===== config.mk =====
export PLATFORM = sky130hd
export DESIGN_NAME = busiest_cpu_selector_top_flat
export DESIGN_NICKNAME = d
export VERILOG_FILES = /design/src/bcs_pkg.sv /design/src/bcs_in_if.sv /design/src/bcs_out_if.sv /design/src/bcs_scan.sv /design/src/bcs_verdict.sv /design/src/busiest_cpu_selector_top.sv /design/src/flat_wrapper.sv
export VERILOG_INCLUDE_DIRS = /design/src /design/src/src
export SDC_FILE = /design/constraint.sdc
export NUM_CORES = 1
export LEC_CHECK = 0
export BUFFER_PORTS_ARGS = -buffer_cell sky130_fd_sc_hd__clkbuf_2
export CAP_MARGIN = 5
export CORE_ASPECT_RATIO = 1.2
export CORE_MARGIN = 3
export CORE_UTILIZATION = 60
export DETAILED_ROUTE_END_ITERATION = 8
export HOLD_SLACK_MARGIN = 0.06
export PLACE_DENSITY_LB_ADDON = 0.05
export SKIP_LAST_GASP = 1
export SLEW_MARGIN = 5
export SYNTH_ARGS = -nofsm -noshare
export SYNTH_HDL_FRONTEND = slang
export SYNTH_SLANG_ARGS = --single-unit

===== constraint.sdc =====
create_clock -name clk -period 5.25 [get_ports clk]
set_input_delay 0.7875 -clock clk [delete_from_list [all_inputs] [get_ports clk]]
set_output_delay 0.7875 -clock clk [all_outputs]
set_load 0.005 [all_outputs]

===== src/assert_macros.svh =====
`ifndef ASSERT_MACROS_SVH
`define ASSERT_MACROS_SVH

// Same-cycle implication, sampled on clk, quiet while rst_n is low.
`define BCS_ASSERT_NOW(label, ante, cons) \
  label: assert property (@(posedge clk) disable iff (!rst_n) (ante) |-> (cons)) \
    else $error("same-cycle check failed");

// Next-cycle implication, sampled on clk, quiet while rst_n is low.
`define BCS_ASSERT_NEXT(label, ante, cons) \
  label: assert property (@(posedge clk) disable iff (!rst_n) (ante) |=> (cons)) \
    else $error("next-cycle check failed");

`endif


===== src/bcs_pkg.sv =====
`timescale 1ns / 1ps

package bcs_pkg;

  typedef enum logic [1:0] {
    MODE_SIMILAR = 2'd0,
    MODE_LOWER   = 2'd1,
    MODE_HIGHER  = 2'd2
  } mode_t;

  localparam int CFG_IDX_W  = 1;
  localparam int CFG_DATA_W = 11;

  localparam logic [CFG_IDX_W-1:0] CFG_ROTATION  = 1'd0;
  localparam logic [CFG_IDX_W-1:0] CFG_SMALL_THR = 1'd1;

  localparam logic [10:0] SMALL_THR_RESET = 11'd102;
  localparam logic [7:0]  MIN_TASKS       = 8'd2;

  localparam logic [14:0] SUM_UTIL_MAX  = 15'h7FFF;
  localparam logic [14:0] SUM_CAP_MAX   = 15'h7FFF;
  localparam logic [11:0] SUM_TASKS_MAX = 12'hFFF;
  localparam logic [4:0]  ACTIVE_MAX    = 5'h1F;

  typedef struct packed {
    logic [3:0]  cpu_index;
    logic [10:0] dst_capacity;
    logic [10:0] cpu_capacity;
    logic        cpu_is_active;
    logic [10:0] cpu_utilization;
    logic [7:0]  fair_run_count;
    logic [10:0] current_task_util;
    logic        is_overutilized;
    logic        balance_in_progress;
    logic [7:0]  big_task_count;
    logic        last_cpu;
  } in_beat_t;

  typedef struct packed {
    logic       busiest_valid;
    logic [3:0] busiest_index;
  } out_beat_t;

  typedef struct packed {
    logic        rotation;
    logic [10:0] small_thr;
  } cfg_t;

  // Group totals and choice as they stand after the group's last record.
  typedef struct packed {
    mode_t       mode;
    logic        rotation;
    logic        found;
    logic [3:0]  cpu;
    logic        big_zero;
    logic [14:0] sum_util;
    logic [14:0] sum_cap;
    logic [11:0] sum_tasks;
    logic [4:0]  active;
  } group_sum_t;

endpackage


===== src/bcs_in_if.sv =====
`timescale 1ns / 1ps

interface bcs_in_if;
  logic             valid;
  logic             ready;
  bcs_pkg::in_beat_t data;

  modport source (output valid, output data, input ready);
  modport sink   (input valid, input data, output ready);
endinterface


===== src/bcs_out_if.sv =====
`timescale 1ns / 1ps

interface bcs_out_if;
  logic              valid;
  logic              ready;
  bcs_pkg::out_beat_t data;

  modport source (output valid, output data, input ready);
  modport sink   (input valid, input data, output ready);
endinterface


===== src/bcs_scan.sv =====
`timescale 1ns / 1ps

module bcs_scan (
  input  logic                clk,
  input  logic                rst_n,
  input  logic                go,
  input  bcs_pkg::in_beat_t   beat,
  input  bcs_pkg::cfg_t       cfg,
  output bcs_pkg::group_sum_t summary
);

  logic          awaiting_r, awaiting_nxt;
  bcs_pkg::mode_t mode_r, mode_nxt;
  logic [10:0]   best_util_r, best_util_nxt;
  logic [3:0]    best_cpu_r, best_cpu_nxt;
  logic          found_r, found_nxt;
  logic [7:0]    best_big_r, best_big_nxt;
  logic [14:0]   sum_util_r, sum_util_nxt;
  logic [14:0]   sum_cap_r, sum_cap_nxt;
  logic [11:0]   sum_tasks_r, sum_tasks_nxt;
  logic [4:0]    active_r, active_nxt;

  bcs_pkg::mode_t mode_eff;
  logic          add_totals;
  logic          cand;
  logic          take;
  logic          enough_tasks;
  logic          over_ok;
  logic [15:0]   util_add;
  logic [15:0]   cap_add;
  logic [12:0]   tasks_add;
  logic [5:0]    active_add;

  // The first record of a group fixes the mode.
  always_comb begin
    if (awaiting_r) begin
      if (beat.dst_capacity == beat.cpu_capacity) begin
        mode_eff = bcs_pkg::MODE_SIMILAR;
      end else if (beat.dst_capacity < beat.cpu_capacity) begin
        mode_eff = bcs_pkg::MODE_LOWER;
      end else begin
        mode_eff = bcs_pkg::MODE_HIGHER;
      end
    end else begin
      mode_eff = mode_r;
    end
  end

  assign add_totals   = (mode_eff != bcs_pkg::MODE_SIMILAR) && beat.cpu_is_active;
  assign enough_tasks = beat.fair_run_count >= bcs_pkg::MIN_TASKS;
  assign over_ok      = cfg.rotation || beat.is_overutilized;

  always_comb begin
    case (mode_eff)
      bcs_pkg::MODE_SIMILAR: begin
        cand = enough_tasks;
      end
      bcs_pkg::MODE_HIGHER: begin
        cand = beat.cpu_is_active && enough_tasks &&
               !(beat.fair_run_count == bcs_pkg::MIN_TASKS &&
                 beat.current_task_util < cfg.small_thr) && over_ok;
      end
      bcs_pkg::MODE_LOWER: begin
        cand = beat.cpu_is_active && !beat.balance_in_progress &&
               !(!enough_tasks && beat.big_task_count == 8'd0) && over_ok;
      end
      default: begin
        cand = 1'b0;
      end
    endcase
  end

  // Later ties win.
  assign take = cand && (beat.cpu_utilization >= best_util_r);

  assign util_add   = {1'b0, sum_util_r} + {5'd0, beat.cpu_utilization};
  assign cap_add    = {1'b0, sum_cap_r} + {5'd0, beat.cpu_capacity};
  assign tasks_add  = {1'b0, sum_tasks_r} + {5'd0, beat.fair_run_count};
  assign active_add = {1'b0, active_r} + 6'd1;

  always_comb begin
    sum_util_nxt  = sum_util_r;
    sum_cap_nxt   = sum_cap_r;
    sum_tasks_nxt = sum_tasks_r;
    active_nxt    = active_r;
    if (add_totals) begin
      sum_util_nxt  = util_add[15]  ? bcs_pkg::SUM_UTIL_MAX  : util_add[14:0];
      sum_cap_nxt   = cap_add[15]   ? bcs_pkg::SUM_CAP_MAX   : cap_add[14:0];
      sum_tasks_nxt = tasks_add[12] ? bcs_pkg::SUM_TASKS_MAX : tasks_add[11:0];
      active_nxt    = active_add[5] ? bcs_pkg::ACTIVE_MAX    : active_add[4:0];
    end
    best_util_nxt = take ? beat.cpu_utilization : best_util_r;
    best_cpu_nxt  = take ? beat.cpu_index : best_cpu_r;
    found_nxt     = take || found_r;
    best_big_nxt  = (take && mode_eff == bcs_pkg::MODE_LOWER) ? beat.big_task_count
                                                              : best_big_r;
    mode_nxt      = mode_eff;
    awaiting_nxt  = 1'b0;
  end

  always_comb begin
    summary.mode      = mode_eff;
    summary.rotation  = cfg.rotation;
    summary.found     = found_nxt;
    summary.cpu       = best_cpu_nxt;
    summary.big_zero  = best_big_nxt == 8'd0;
    summary.sum_util  = sum_util_nxt;
    summary.sum_cap   = sum_cap_nxt;
    summary.sum_tasks = sum_tasks_nxt;
    summary.active    = active_nxt;
  end

  // Advance per record; drop the group back to its idle values after the last one.
  always_ff @(posedge clk) begin
    if (!rst_n || (go && beat.last_cpu)) begin
      awaiting_r  <= 1'b1;
      mode_r      <= bcs_pkg::MODE_SIMILAR;
      best_util_r <= 11'd0;
      best_cpu_r  <= 4'd0;
      found_r     <= 1'b0;
      best_big_r  <= 8'd0;
      sum_util_r  <= 15'd0;
      sum_cap_r   <= 15'd0;
      sum_tasks_r <= 12'd0;
      active_r    <= 5'd0;
    end else if (go) begin
      awaiting_r  <= awaiting_nxt;
      mode_r      <= mode_nxt;
      best_util_r <= best_util_nxt;
      best_cpu_r  <= best_cpu_nxt;
      found_r     <= found_nxt;
      best_big_r  <= best_big_nxt;
      sum_util_r  <= sum_util_nxt;
      sum_cap_r   <= sum_cap_nxt;
      sum_tasks_r <= sum_tasks_nxt;
      active_r    <= active_nxt;
    end
  end

endmodule


===== src/bcs_verdict.sv =====
`timescale 1ns / 1ps

module bcs_verdict (
  input  bcs_pkg::group_sum_t summary,
  output bcs_pkg::out_beat_t  result
);

  logic [17:0] util_x5;
  logic [17:0] cap_x4;
  logic        light_load;
  logic        veto_mode;
  logic        sel;

  // util*1280 < cap*1024 reduces to util*5 < cap*4.
  assign util_x5    = {1'b0, summary.sum_util, 2'b00} + {3'd0, summary.sum_util};
  assign cap_x4     = {1'b0, summary.sum_cap, 2'b00};
  assign light_load = (summary.sum_tasks <= {7'd0, summary.active}) || (util_x5 < cap_x4);

  assign veto_mode = (summary.mode == bcs_pkg::MODE_HIGHER) ||
                     (summary.mode == bcs_pkg::MODE_LOWER && summary.big_zero);

  assign sel = summary.found && !(!summary.rotation && veto_mode && light_load);

  assign result.busiest_valid = sel;
  assign result.busiest_index = sel ? summary.cpu : 4'd0;

endmodule


===== src/busiest_cpu_selector_top.sv =====
`timescale 1ns / 1ps
// Busiest CPU selector.
// in_ch takes one beat per candidate CPU of a source group; the beat with
// last_cpu set closes the group. out_ch gives one beat per group: the
// chosen CPU in busiest_index with busiest_valid set, or busiest_valid
// clear and index 0 when nothing qualifies. Beats without last_cpu give
// no output beat.
// Throughput: one input beat per cycle unless an out_ch stall backs up
// into in_ch. Each beat is held in the input register, where the group
// state is updated; the group summary then moves to a snapshot register,
// where the load veto is evaluated, and lands in the output register.
// Stalls: when out_ch.ready is low the output register holds; the
// snapshot register takes the next closing summary, then the input
// register holds one more beat of any kind and in_ch.ready drops.
// Non-closing beats keep flowing while an older result waits, as long
// as the snapshot stage is free.
// Reset (rst_n low, synchronous) empties the pipeline, clears the group
// state, turns rotation off and sets the small task threshold to 102.
// cfg_we writes register cfg_index (0 rotation, 1 threshold) from
// cfg_wdata; write only while no group is in flight.

`include "assert_macros.svh"

module busiest_cpu_selector_top (
  input  logic                           clk,
  input  logic                           rst_n,
  bcs_in_if.sink                         in_ch,
  bcs_out_if.source                      out_ch,
  input  logic                           cfg_we,
  input  logic [bcs_pkg::CFG_IDX_W-1:0]  cfg_index,
  input  logic [bcs_pkg::CFG_DATA_W-1:0] cfg_wdata
);

  bcs_pkg::cfg_t       cfg_r;

  logic                s1_valid_r, s1_valid_nxt;
  bcs_pkg::in_beat_t   s1_beat_r;
  logic                s2_valid_r, s2_valid_nxt;
  bcs_pkg::group_sum_t s2_sum_r;
  logic                out_valid_r, out_valid_nxt;
  bcs_pkg::out_beat_t  out_beat_r;

  logic                out_free;
  logic                s2_free;
  logic                s1_go;
  logic                in_acc;
  logic                s1_close;
  bcs_pkg::group_sum_t scan_sum;
  bcs_pkg::out_beat_t  verdict;

  // Configuration registers.
  always_ff @(posedge clk) begin
    if (!rst_n) begin
      cfg_r.rotation  <= 1'b0;
      cfg_r.small_thr <= bcs_pkg::SMALL_THR_RESET;
    end else if (cfg_we) begin
      case (cfg_index)
        bcs_pkg::CFG_ROTATION:  cfg_r.rotation  <= cfg_wdata[0];
        bcs_pkg::CFG_SMALL_THR: cfg_r.small_thr <= cfg_wdata;
        default: begin
        end
      endcase
    end
  end

  // Stage flow: each stage moves when the one after it has room.
  assign out_free     = !out_valid_r || out_ch.ready;
  assign s2_free      = !s2_valid_r || out_free;
  assign s1_go        = s1_valid_r && s2_free;
  assign s1_close     = s1_go && s1_beat_r.last_cpu;
  assign in_ch.ready  = !s1_valid_r || s1_go;
  assign in_acc       = in_ch.valid && in_ch.ready;

  assign s1_valid_nxt  = in_acc || (s1_valid_r && !s1_go);
  assign s2_valid_nxt  = s2_free ? s1_close : s2_valid_r;
  assign out_valid_nxt = out_free ? s2_valid_r : out_valid_r;

  bcs_scan u_scan (
    .clk     (clk),
    .rst_n   (rst_n),
    .go      (s1_go),
    .beat    (s1_beat_r),
    .cfg     (cfg_r),
    .summary (scan_sum)
  );

  bcs_verdict u_verdict (
    .summary (s2_sum_r),
    .result  (verdict)
  );

  always_ff @(posedge clk) begin
    if (!rst_n) begin
      s1_valid_r  <= 1'b0;
      s2_valid_r  <= 1'b0;
      out_valid_r <= 1'b0;
    end else begin
      s1_valid_r  <= s1_valid_nxt;
      s2_valid_r  <= s2_valid_nxt;
      out_valid_r <= out_valid_nxt;
    end
  end

  // Payload registers: load on advance, hold otherwise.
  always_ff @(posedge clk) begin
    if (in_acc) begin
      s1_beat_r <= in_ch.data;
    end
    if (s1_close) begin
      s2_sum_r <= scan_sum;
    end
    if (out_free && s2_valid_r) begin
      out_beat_r <= verdict;
    end
  end

  assign out_ch.valid = out_valid_r;
  assign out_ch.data  = out_beat_r;

  `BCS_ASSERT_NOW(a_none_zero_index,
    out_valid_r && !out_beat_r.busiest_valid, out_beat_r.busiest_index == 4'd0)
  `BCS_ASSERT_NEXT(a_close_reaches_s2, s1_close, s2_valid_r)
  `BCS_ASSERT_NEXT(a_s2_holds_on_stall,
    s2_valid_r && out_valid_r && !out_ch.ready, s2_valid_r)
  `BCS_ASSERT_NOW(a_ready_low_means_busy, !in_ch.ready, s1_valid_r && s2_valid_r)

endmodule

===== src/flat_wrapper.sv =====
// flat-port wrapper written by rule: the top's interface ports become plain ports
module busiest_cpu_selector_top_flat 
  (clk, rst_n, cfg_we, cfg_index, cfg_wdata, in_ch_valid, in_ch_data, in_ch_ready, out_ch_valid, out_ch_data, out_ch_ready);
  bcs_in_if in_ch_i ();
  bcs_out_if out_ch_i ();
  input  logic clk;
  input  logic rst_n;
  input  logic cfg_we;
  input  logic [bcs_pkg::CFG_IDX_W-1:0] cfg_index;
  input  logic [bcs_pkg::CFG_DATA_W-1:0] cfg_wdata;
  input wire logic [$bits(in_ch_i.valid)-1:0] in_ch_valid;
  input wire logic [$bits(in_ch_i.data)-1:0] in_ch_data;
  output wire logic [$bits(in_ch_i.ready)-1:0] in_ch_ready;
  output wire logic [$bits(out_ch_i.valid)-1:0] out_ch_valid;
  output wire logic [$bits(out_ch_i.data)-1:0] out_ch_data;
  input wire logic [$bits(out_ch_i.ready)-1:0] out_ch_ready;
  assign in_ch_i.valid = in_ch_valid;
  assign in_ch_i.data = in_ch_data;
  assign in_ch_ready = in_ch_i.ready;
  assign out_ch_valid = out_ch_i.valid;
  assign out_ch_data = out_ch_i.data;
  assign out_ch_i.ready = out_ch_ready;
  busiest_cpu_selector_top u_core (.clk(clk), .rst_n(rst_n), .in_ch(in_ch_i), .out_ch(out_ch_i), .cfg_we(cfg_we), .cfg_index(cfg_index), .cfg_wdata(cfg_wdata));
endmodule

Yosys cells after proc, flatten, opt, wreduce, memory -nomap -nowiden
Cells that the tools add are included.
W data, S select, Z words.
{"block": "word_totals", "latchBits": 0, "out_inout_bits": 7, "mem_count": 0, "inputBits": 85, "mem_bits_rw": 0, "ff_bits": 218, "elab_cells": 116, "mem_bits_ro": 0}
{"block": "op_classes", "eq_ne": 6, "div_mod_pow": 0, "multipliers": 0, "reduce_logical": 47, "n_addsub": 5, "order_cmp": 6, "n_shift": 0, "bitwise": 1, "mux": 14}
{"operator": "$mux W15", "n": 4}
{"operator": "$add A15 B11 Y16", "n": 2}
{"operator": "$mux W12", "n": 2}
{"operator": "$lt A11 B11 Y1", "n": 2}
{"operator": "$logic_and A1 B1 Y1", "n": 20}
{"operator": "$add A17 B15 Y18", "n": 1}
{"operator": "$lt A18 B17 Y1", "n": 1}
{"operator": "$logic_not A8 Y1", "n": 2}
{"operator": "$add A12 B8 Y13", "n": 1}
{"operator": "$le A12 B5 Y1", "n": 1}
{"operator": "$eq A11 B11 Y1", "n": 1}
{"operator": "$ge A11 B11 Y1", "n": 1}
{"operator": "$logic_not A1 Y1", "n": 11}
{"operator": "$mux W5", "n": 2}
{"operator": "$logic_or A1 B1 Y1", "n": 9}
{"operator": "$eq A8 B2 Y1 const B", "n": 1}
{"operator": "$ge A8 B2 Y1 const B", "n": 1}
{"operator": "$mux W8", "n": 1}
{"operator": "$add A5 B1 Y6 const B", "n": 1}
{"operator": "$mux W2", "n": 3}
{"operator": "$reduce_and A2 Y1", "n": 3}
{"operator": "$eq A2 B1 Y1 const B", "n": 2}
{"operator": "$eq A2 B2 Y1 const B", "n": 2}
{"operator": "$mux W4", "n": 1}
{"operator": "4 further kinds", "n": 4}

Logic depth before layout (Yosys ltp)
{"block": "depth", "ltp_word": 11, "mapped_depth": 18, "depth_no_buf": 17}

Cells and area by module
A second synthesis with hierarchy kept.
{"block": "unflattened", "cells_unflattened": 1113, "area_unflattened_um2": 11726.2}
{"module": "bcs_scan", "instances": 1, "cells_each": 753, "area_per_inst_um2": 6053.3, "seq_area_each_um2": 1481.4}
{"module": "busiest_cpu_selector_top", "instances": 1, "cells_each": 197, "area_per_inst_um2": 4488.1, "seq_area_each_um2": 4174.0}
{"module": "bcs_verdict", "instances": 1, "cells_each": 163, "area_per_inst_um2": 1184.9, "seq_area_each_um2": 0.0}

Least setup slack after synthesis
Ideal clock, no wire load.
{"block": "synth_timing", "path_kind": "input to register", "start": "input port out_ch_ready", "end": "register u_core.s1_beat_r[0] in the netlist's numbering (enable)", "setup_ns": 0.516, "path_slack_ns": 0.428, "required_time_ns": 4.734, "n_path_buf": 0, "cell_stages": 2, "arrival_ns": 4.306, "cell_sequence": "and3b_1 a21oi_1"}
{"block": "synth_between", "elab_chain_len": 5}
{"item": "from (decl)", "line": "flat_wrapper.sv:16", "source": "input wire logic [$bits(out_ch_i.ready)-1:0] out_ch_ready;"}
{"item": "$logic_or A1 B1 Y1", "line": "busiest_cpu_selector_top.sv:67", "source": "assign out_free = !out_valid_r || out_ch.ready;"}
{"item": "$logic_or A1 B1 Y1", "line": "busiest_cpu_selector_top.sv:68", "source": "assign s2_free = !s2_valid_r || out_free;"}
{"item": "$logic_and A1 B1 Y1", "line": "busiest_cpu_selector_top.sv:69", "source": "assign s1_go = s1_valid_r && s2_free;"}
{"item": "$logic_or A1 B1 Y1", "line": "busiest_cpu_selector_top.sv:71", "source": "assign in_ch.ready = !s1_valid_r || s1_go;"}
{"item": "$logic_and A1 B1 Y1", "line": "busiest_cpu_selector_top.sv:72", "source": "assign in_acc = in_ch.valid && in_ch.ready;"}
{"item": "named net u_core.in_acc", "line": "busiest_cpu_selector_top.sv:46", "source": "logic in_acc;"}
{"item": "to (signal assigned)", "line": "busiest_cpu_selector_top.sv:107", "source": "s1_beat_r <= in_ch.data;"}
{"item": "to (decl)", "line": "busiest_cpu_selector_top.sv:37", "source": "bcs_pkg::in_beat_t s1_beat_r;"}
The timed path passes the listed nets, and every way through them passes these cells.
A chain may end at the register's enable or synchronous reset.

Final worst setup path
{"block": "layout_timing", "start": "register u_core.s2_sum_r[34] in the netlist's numbering", "end": "register u_core.out_beat_r, in the netlist u_core.out_ch.data[2] (data pin)"}
{"block": "layout_between", "elab_chain_len": 6}
{"item": "from (decl)", "line": "busiest_cpu_selector_top.sv:39", "source": "bcs_pkg::group_sum_t s2_sum_r;"}
{"item": "from (signal assigned)", "line": "busiest_cpu_selector_top.sv:110", "source": "s2_sum_r <= scan_sum;"}
{"item": "$add A17 B15 Y18", "line": "bcs_verdict.sv:15", "source": "assign util_x5 = {1'b0, summary.sum_util, 2'b00} + {3'd0, summary.sum_util};"}
{"item": "$lt A18 B17 Y1", "line": "bcs_verdict.sv:17", "source": "assign light_load = (summary.sum_tasks <= {7'd0, summary.active}) || (util_x5 < cap_x4);"}
{"item": "$logic_or A1 B1 Y1", "line": "bcs_verdict.sv:17"}
{"item": "$logic_and A1 B1 Y1", "line": "bcs_verdict.sv:22", "source": "assign sel = summary.found && !(!summary.rotation && veto_mode && light_load);"}
{"item": "$logic_not A1 Y1", "line": "bcs_verdict.sv:22"}
{"item": "$logic_and A1 B1 Y1", "line": "bcs_verdict.sv:22"}
{"item": "to (signal assigned)", "line": "busiest_cpu_selector_top.sv:113", "source": "out_beat_r <= verdict;"}
{"item": "to (decl)", "line": "busiest_cpu_selector_top.sv:41", "source": "bcs_pkg::out_beat_t out_beat_r;"}
Every way passes these cells.

==> impl_metrics.tcl <==
set metrics [dict create \
    overflow 0 \
    max_freq_mhz 239.6 \
    final_max_slew_viol_count 0 \
    yosys.cell_types.count 71 \
    final_common_cell "edfxtp_1" \
    worst_slack_ps 1076 \
    min_period_ps 4174 \
    antenna_found_initial 0 \
    placement_rows 54 \
    wl_per_cell_um 15.33 \
    ys_seq_area_share_pct 49.20 \
    cts_hold_buf 0 \
    finish.utilization_pct 69.92 \
    place_ws_ps 1104 \
    dieArea_sq_mm 0.02086 \
    crit_type "register to register" \
    postPlaceCellArea_sq_mm 0.01220 \
    drtIter0Drc 492 \
    area_delta_synth_final_pct 12.61 \
    power_leakage_nw 5.311 \
    synthCells 1144 \
    worstHoldStart "in_ch_data[65]" \
    layout_worst_path_cycle_share_pct 79.50 \
    r2r_start "u_core.s2_sum_r[34]" \
    diodes 0 \
    numCtsBuffers 23 \
    async_flop_share_pct 0 \
    path_clk_slew_ps 60 \
    clkLatencyLatePin_ps 510 \
    root_buffer "clkbuf_16" \
    drc 0 \
    fp.dieW_um 132.4 \
    hold_viol_final 0 \
    synth.avg_cell_area_sq_um 10.05 \
    power_density_mw_per_mm2 326.6 \
    fin_area_sq_mm 0.01294 \
    dominantRegCellSynth "edfxtp_1" \
    arrival_ps 4410 \
    fin_nets 1419 \
    crit_fanout 5 \
    via_count 8466 \
    routabilityCongestion 0.8839 \
    grtUsageTotal_pct 22.13 \
    peakVddDrop_mv 0.2766 \
    cts_tree "yes" \
    max_cap_viol_count 0 \
    drive_above_1_share_pct 13.93 \
    synth_top_area_share_pct 33.70 \
    relSlewSlack_pct 35.40 \
    fin_worst_skew_ps 10.83 \
    start_util_pct 62.09 \
    tightest_slew_ps 968.9 \
    syn_area_sq_mm 0.01149 \
    crit_required_ps 5490 \
    drtAntennaViolNets 0 \
    post-dp-hpwl_mm 16.85 \
    run_status "finished clean" \
    crit_start "u_core.s2_sum_r[34]" \
    hp-class "input pin to register" \
    synth_nets 1331 \
    grt_pass1_wl_mm 38.54 \
    grt_pass1_vias 8232 \
    yosysTopAreaCell "edfxtp_1" \
    cts.htree.levels 1 \
    fin_tns_setup_ps 0 \
    total_power_w 0.004227 \
    synth_edf_count 129 \
    ys_warn_count 0 \
    clock-sinks 218 \
    grt_max_degree 55 \
    cts_buffer_depth 3 \
    io_pins 92 \
    grt_setup_unrepaired "false" \
    synth_seq_cells 218 \
    cts_resized 0 \
    cp-end-kind "register" \
    wl_mm 23.01 \
    dr.pass1.iters 5 \
    die_y_um 157.6 \
    core_sq_mm 0.01851 \
    cts_setup_buffers 0 \
    portBuffers 91 \
    setup_viol 0 \
    synth_area_leaders "edfxtp_1 34%, dfxtp_1 16%, ha_1 11%" \
    layout_common_cells "129 x edfxtp_1, 125 x nand2_1, 98 x ha_1" \
    fill_cells 1475 \
    via_per_inst 5.640 \
    start_kind "register" \
]
[cell families after synthesis]
group	Yosys count	share of synthesized area [%]
and+or+nand+nor	350	14.25
AOI/OAI and AO/OA	299	16.59
DFF	218	49.20
buffers and inverters	122	4.234
adders and majority gates	102	11.36
xor gates and xnor gates	31	2.362
muxes	22	2.003
[worst max-delay path: stages (launching register included)]
cell	delay, ps
edfxtp_1	400
ha_1	210
inv_1	70
fa_1	210
nor2b_1	70
o31a_1	280
o41ai_2	260
a21oi_1	160
or4_1	420
o311ai_1	110
xnor2_1	180
ha_1	270
nand2_1	80
nor2_1	50
a2111oi_0	290
a31oi_1	180
o311ai_2	590
nor2_1	90
[layout make-up]
type,count,area (sq um),area share [%]
inverters,83,311.5,2.407
well taps,252,315.3,2.436
repair buffers,102,538.0,4.157
multi-input cells,804,5375,41.53
clock buffers,31,636.9,4.920
flip-flops and latches,218,5655,43.69
clock inverters,11,111.4,0.8603
[routing by layer]
| layer | up-vias | share of wire (%) | GRT usage (%) |
|---|---|---|---|
| met2 | 152 | 50 | 40.09 |
| met4 | 0 | 2.4 | 6.139 |
| li1 | 4303 | - | - |
| met5 | - | 0 | 0 |
| met3 | 44 | 4.0 | 3.020 |
| met1 | 3967 | 43 | 28.04 |
[stage by stage]
step,instances,hold slack (ps)
4_1_cts,1501,435.8
2_1_floorplan,1144,429.9
3_5_place_dp,1459,456.6
6_report,1501,451.5
5_1_grt,1501,433.7
3_3_place_gp,1459,442.7
[state kept, by name (all words and copies together), names as in the netlist]
signal and flops:
u_core.u_scan.best_util_r 11, u_core.s2_valid_r 1, u_core.u_scan.active_r 5, u_core.u_scan.best_big_r 8, u_core.s2_sum_r 56, u_core.u_scan.awaiting_r 1
u_core.s1_beat_r 68, u_core.u_scan.mode_r 2, u_core.u_scan.sum_cap_r 15, u_core.u_scan.sum_util_r 15, u_core.out_ch.valid 1, u_core.u_scan.sum_tasks_r 12
u_core.cfg_r 12, u_core.u_scan.found_r 1, u_core.out_ch.data 5, u_core.u_scan.best_cpu_r 4, u_core.s1_valid_r 1
[synthesized netlist by cell type (3+ instances only)]
| library cell | instances |
|---|---|
| nor2b_1 | 16 |
| nand2b_1 | 18 |
| and2_1 | 4 |
| a31oi_1 | 19 |
| inv_1 | 83 |
| nor3_1 | 21 |
| o211ai_1 | 8 |
| buf_2 | 5 |
| a21oi_1 | 84 |
| or3_1 | 3 |
| mux2_2 | 8 |
| nand4_1 | 7 |
| ha_1 | 98 |
| o31ai_1 | 4 |
| xor2_1 | 6 |
| nor2_1 | 82 |
| o21bai_1 | 3 |
| o41ai_1 | 3 |
| nand3_1 | 40 |
| a211oi_1 | 7 |
| a21o_1 | 12 |
| buf_6 | 3 |
| edfxtp_1 | 129 |
| fa_1 | 4 |
| or2_2 | 3 |
| xnor2_1 | 25 |
| a21boi_0 | 10 |
| nand2_1 | 125 |
| nor4_1 | 9 |
| and3_1 | 5 |
| o21ai_0 | 91 |
| o2111ai_1 | 4 |
| dfxtp_1 | 89 |
| o21a_1 | 20 |
| mux2i_1 | 14 |
| o31ai_2 | 10 |
| clkbuf_1 | 29 |
[report_power, final]
part           switching (W)  internal, W  leakage (nW)
Clock               0.000652     0.000951         0.362
Combinational       0.000382     0.000258          2.98
Sequential         0.0000572      0.00193          1.97
Total                0.00109      0.00314          5.31
[path summary, 6_finish.rpt]
path	endpoint	slack, ps	depth (start not counted)
setup / recovery	u_core.out_ch.data[2]	1080	17
hold / removal	u_core.s1_beat_r[65]	450	1
setup reg to reg	u_core.out_ch.data[2]	1080	17
hold reg to reg	u_core.u_scan.best_cpu_r[2]	460	2
Note: power is estimated with default switching activity, not from simulation.
